## config.mk

```make
export PLATFORM = sky130hd
export DESIGN_NAME = ogm_floor_div
export DESIGN_NICKNAME = d
export VERILOG_FILES = /design/src/rtl/core/occupancy_grid_marker_top_assert.svh /design/src/rtl/core/ogm_floor_div.sv
export SDC_FILE = /design/constraint.sdc
export NUM_CORES = 1
export LEC_CHECK = 0
export ABC_AREA = 1
export BUFFER_PORTS_ARGS = -buffer_cell sky130_fd_sc_hd__buf_2
export CORE_ASPECT_RATIO = 0.8
export CORE_MARGIN = 8
export CORE_UTILIZATION = 29
export DETAILED_ROUTE_END_ITERATION = 8
export SETUP_SLACK_MARGIN = 0.3
export SYNTH_ARGS = -nofsm -noshare
export SYNTH_HDL_FRONTEND = slang
export SYNTH_SLANG_ARGS = --single-unit
```

## constraint.sdc

```tcl
create_clock -name clk -period 5.5 [get_ports clk]
set_input_delay 0.825 -clock clk [delete_from_list [all_inputs] [get_ports clk]]
set_output_delay 0.825 -clock clk [all_outputs]
set_load 0.01 [all_outputs]
```

## src/rtl/core/occupancy_grid_marker_top_assert.svh

```systemverilog
// assertion macros for the occupancy grid marker
// expects clk and rst in the scope of each use
`ifndef OCCUPANCY_GRID_MARKER_TOP_ASSERT_SVH
`define OCCUPANCY_GRID_MARKER_TOP_ASSERT_SVH

// same-cycle implication
`define OGM_ASSERT_NOW(label, cond, prop, msg) \
  label: assert property (@(posedge clk) disable iff (rst) (cond) |-> (prop)) \
    else $error(msg);

// next-cycle implication
`define OGM_ASSERT_NEXT(label, cond, prop, msg) \
  label: assert property (@(posedge clk) disable iff (rst) (cond) |=> (prop)) \
    else $error(msg);

`endif

```

## src/rtl/core/ogm_floor_div.sv

```systemverilog
// radix-2 restoring divider giving floor(dividend / divisor) for a positive divisor
// one quotient bit per cycle, then a sign fix-up; no package use
module ogm_floor_div (
  input  logic               clk,
  input  logic               rst,
  input  logic               start,
  input  logic signed [24:0] dividend,
  input  logic [15:0]        divisor,
  output logic               done,
  output logic signed [25:0] quotient
);

  localparam int unsigned STEPS = 25;

  logic        busy;
  logic [4:0]  cnt;
  logic [15:0] rem;
  logic [24:0] quo;
  logic        neg;
  logic [15:0] dvs;

  logic [24:0] mag;
  logic [16:0] trial;
  logic [16:0] diff;
  logic        ge;
  logic [15:0] rem_next;
  logic [25:0] q_ext;
  logic [25:0] q_fix;

  always_comb begin
    mag      = dividend[24] ? (~dividend + 25'd1) : dividend;
    trial    = {rem, quo[24]};
    diff     = trial - {1'b0, dvs};
    ge       = (trial >= {1'b0, dvs});
    rem_next = ge ? diff[15:0] : trial[15:0];
    q_ext    = {1'b0, quo};
    // negative: -q - 1 when a remainder is left, else -q
    if (neg) begin
      q_fix = (rem != 16'd0) ? ~q_ext : (~q_ext + 26'd1);
    end else begin
      q_fix = q_ext;
    end
  end

  always_ff @(posedge clk) begin
    if (rst) begin
      busy <= 1'b0;
      cnt  <= '0;
      done <= 1'b0;
    end else begin
      done <= 1'b0;
      if (start) begin
        busy <= 1'b1;
        cnt  <= '0;
      end else if (busy) begin
        if (cnt == 5'(STEPS)) begin
          busy <= 1'b0;
          done <= 1'b1;
        end else begin
          cnt <= cnt + 5'd1;
        end
      end
    end
  end

  always_ff @(posedge clk) begin
    if (start) begin
      quo <= mag;
      rem <= '0;
      neg <= dividend[24];
      dvs <= divisor;
    end else if (busy) begin
      if (cnt == 5'(STEPS)) begin
        quotient <= $signed(q_fix);
      end else begin
        rem <= rem_next;
        quo <= {quo[23:0], ge};
      end
    end
  end

endmodule

```

[Word level (Yosys, flattened, before mapping)]
Index checks and enable logic that the tools add are counted.
Word-level totals
  bits in registers: 91
  output and inout port bits: 27
Operators by class
  bitwise operators: 5
  add/subtract/negate cells: 4
  multiplexer cells: 11
  magnitude comparators: 1
  equal/unequal tests: 2
  reduce and logical (&&, ||, !) cells: 7
Operators by type and width (count)
  2-to-1 mux 25 bit: 5
  adder 26 x 1 -> 26 bit, second input constant: 1
  2-to-1 mux 26 bit: 1
  NOT 25 -> 26 bit: 1
  adder 25 x 1 -> 25 bit, second input constant: 1
  NOT 25 bit: 1
  >= comparator 17 x 16 -> 1 bit: 1
  2-to-1 mux 16 bit: 1
  nonzero test 16 bit: 1
  subtractor 16 bit: 1
  adder 5 x 1 -> 5 bit, second input constant: 1
  equality test 5 bit, second input constant: 1
  2-to-1 mux 1 bit: 4
  AND reduction 2 bit: 2
  NOT 1 bit: 3
  AND reduction 3 bit: 1
  OR reduction 3 bit: 1
  != test 2 bit, second input constant: 1
  nonzero test 2 bit: 1
  OR reduction 2 bit: 1

[Logic depth before layout (Yosys ltp)]
  word-level depth: 4
  gate-level depth with buffers: 14
  gate-level depth less buffers: 14

[Worst setup path before layout]
Ideal clock, no wire load.
  kind: input-to-reg
  from: input start
  to: register quotient[0] (enable)
  data arrival time: 2.872 ns
  required time: 5.058 ns
  cell stages on the path: 2
  setup slack: 2.186 ns
  buffers on the path: 1
  cells stage by stage: clkbuf_1 > nor3_1
Between the ends
  word-level cells in the longest chain between the ends: 2
RTL lines
  from (decl): line ogm_floor_div.sv:6  | input logic start,
  NOT 1 bit (no line)
  AND reduction 3 bit (no line)
  to (signal assigned): line ogm_floor_div.sv:74  | quotient <= $signed(q_fix);
  to (decl): line ogm_floor_div.sv:10  | output logic signed [25:0] quotient
Every way passes these cells.
A chain may end at the register's enable or synchronous reset.

==> impl_metrics.ini <==
[yosys]
synthSimpleGateAreaFrac = 0.3394
synth_cell_types = 41
syn_nets = 901
syn_area_mm2 = 0.006186
synth_edf_count = 68
synth_top_cell_by_area = edfxtp_1
synth_top_flop_cell = edfxtp_1
synth.top_cell.area_share = 0.3301
synthXorXnorAreaFrac = 0.05097
async_reset_ff_frac = 0
synth_area_leaders = edfxtp_1 33%, nand2_1 15%, dfxtp_1 7.4%, inv_1 6.9%, nand3_1 6.6%
netlist_instances = 836
synth_compound_area_frac = 0.07039
synth_top_family_by_area = simple AND/OR/NAND/NOR gates
ys_seq_elements = 91
synth_mux_area_frac = 0
postSynthAreaPerCell_um2 = 7.399
yosys_warnings = 0
synthAdderAreaFrac = 0.04369
ys_seq_area_frac = 0.4045

[final_layout]
regArea_mm2 = 0.002502
multi_input_area_mm2 = 0.003126
final_cell_mix = 249 x nand2_1, 114 x inv_1, 82 x nand3_1
num-nets-final = 965
area_growth_pct = 14.12
drive_gt1_frac = 0.1348
stdcell_count = 1174
antenna_cells = 0
fillers = 2262
final_common_cell = nand2_1

[route]
firstDrtPassIters = 5
drt_iter0_markers = 504
vias = 5470
drt-wirelength-per-cell_um = 14.23
wirelength_um = 16710
remaining_drc_errors = 0
final_antenna_net_count = 0
via_per_inst = 4.659

[run]
maxCapViolCount = 0

[sta]
rsz0062_at_grt = false
holdWs_ns = 0.4766
skew_ns = 0.01159
slew_headroom = 0.4558
tns_ns = 0
finalHoldViolations = 0
report.final.slew_viol_count = 0
worst_slew_pin_slew_ns = 0.8163
report.final.setup_viol = 0
period_minus_slack_ns = 2.730
clock.fmax_mhz = 366.3
fin_crit_sh = 0.4964

[floorplan]
core_area_mm2 = 0.02082
boundaryPins = 71
die_area_mm2 = 0.02629
initial_core_util = 0.2972
std_cell_rows = 47
fp.dieH_um = 146.6
die_w_um = 179.3

[clocking]
cts_tree = yes
clk_latency_ns = 0.35
ctsHoldBuffers = 0
ctsHtreeMaxLevel = 3
post_cts_buffers = 0
cts_sinks = 91
clkTransAtPathRegs_ns = 0.07
ctsResizeCount = 0
cts_buffers = 9
max-clock-path-buffers = 2
root_buffer = clkbuf_16

[setup_path]
critPathLaunchType = primary input
slowest_delay_ns = 0.63
cp_slowest_cell = inv_1
crit_fanout = 39
worstPathArrival_ns = 2.94
path_cells = buf_2, inv_1, and3_1, nand3_1, o21ai_0
endpoint_kind = flop
worstSetupPathType = primary input to flop
crit_required_ns = 5.71

[global_route]
overflow = 0
antenna_found_initial = 0
grt_max_degree = 40
grt_util_all_layers = 0.1267
grt_pass1_vias = 4807
grt_pass1_wl_um = 26220

[placed_design]
dp.cells = 1158
place.gp.congestion = 0.8511
dp_hpwl_um = 13000
numPortBuffers = 70

[pwr]
leakagePower_uw = 0.003305
max-vdd-ir-drop_mv = 0.1294
power_density_mw_per_mm2 = 241.7

[worst_hold_path]
hold_path.class = flop to flop

[status]
outcome = finished clean
cells by family after synthesis:
kind of cell / count (synthesis)
and+or+nand+nor: 470
buffers and inverters: 140
DFF: 91
AOI/OAI and AO/OA: 78
xor gates and xnor gates: 36
adders and majority gates: 21
cells in the mapped netlist, drive strengths merged (11+ instances only):
master,count
nand4,25
nor2,77
ha,20
nor3,12
a21oi,11
edfxtp,68
nand2,259
inv,120
dfxtp,23
nand3,88
xor2,29
o21ai,56
flip-flops by register name, indices dropped and copies added (netlist names):
register,cells
quotient,26
quo,25
dvs,16
rem,16
cnt,5
busy,1
done,1
neg,1
routing by layer:
metal	GRT usage	up-vias	routed length (um)
met2	0.1622	172	6314
met5	0	-	0
met1	0.1994	2433	8881
li1	-	2858	-
met4	0.02869	0	120
met3	0.03531	7	1395
final timing paths:
kind / from / end / slack, ns / depth (start not counted)
worst min-delay path: rem[13] / rem[13] / 0.48 / 2
worst min register to register: rem[13] / rem[13] / 0.48 / 2
worst max register to register: quo[24] / rem[14] / 3.14 / 11
worst max-delay path: start / rem[0] / 2.77 / 5
final cells by class:
type                            count  area share
Multi-Input combinational cell    605      0.4428
Clock inverter                      6    0.007090
Clock buffer                       10     0.03244
Sequential cell                    91      0.3545
Inverter                          122     0.06487
Timing Repair Buffer               71     0.05069
Tap cell                          269     0.04768
per-stage QoR:
| step | setup WS [ns] | total power [uW] | instance area, um2 | utilization |
|---|---|---|---|---|
| floorplan | 2.186 | 1033 | 6186 | - |
| global placement | 2.398 | 1126 | 6780 | 0.3257 |
| detailed placement | 2.356 | 1129 | 6780 | 0.3257 |
| CTS | 2.727 | 1725 | 7059 | 0.3391 |
| global route | 2.498 | 1797 | 7059 | 0.3391 |
| finish | 2.770 | 1706 | 7059 | 0.3391 |
report_power, final:
group	internal, uW	switching (uW)
Combinational	96.6	193
Sequential	789	41.5
Clock	310	276
worst max-delay path: cells and delay by family:
kind | cells | cell delay [ns]
compound gates | 1 | 0.09
buf+inv | 2 | 1.25
simple gates | 2 | 0.75
Note: power is estimated with default switching activity, not from simulation.
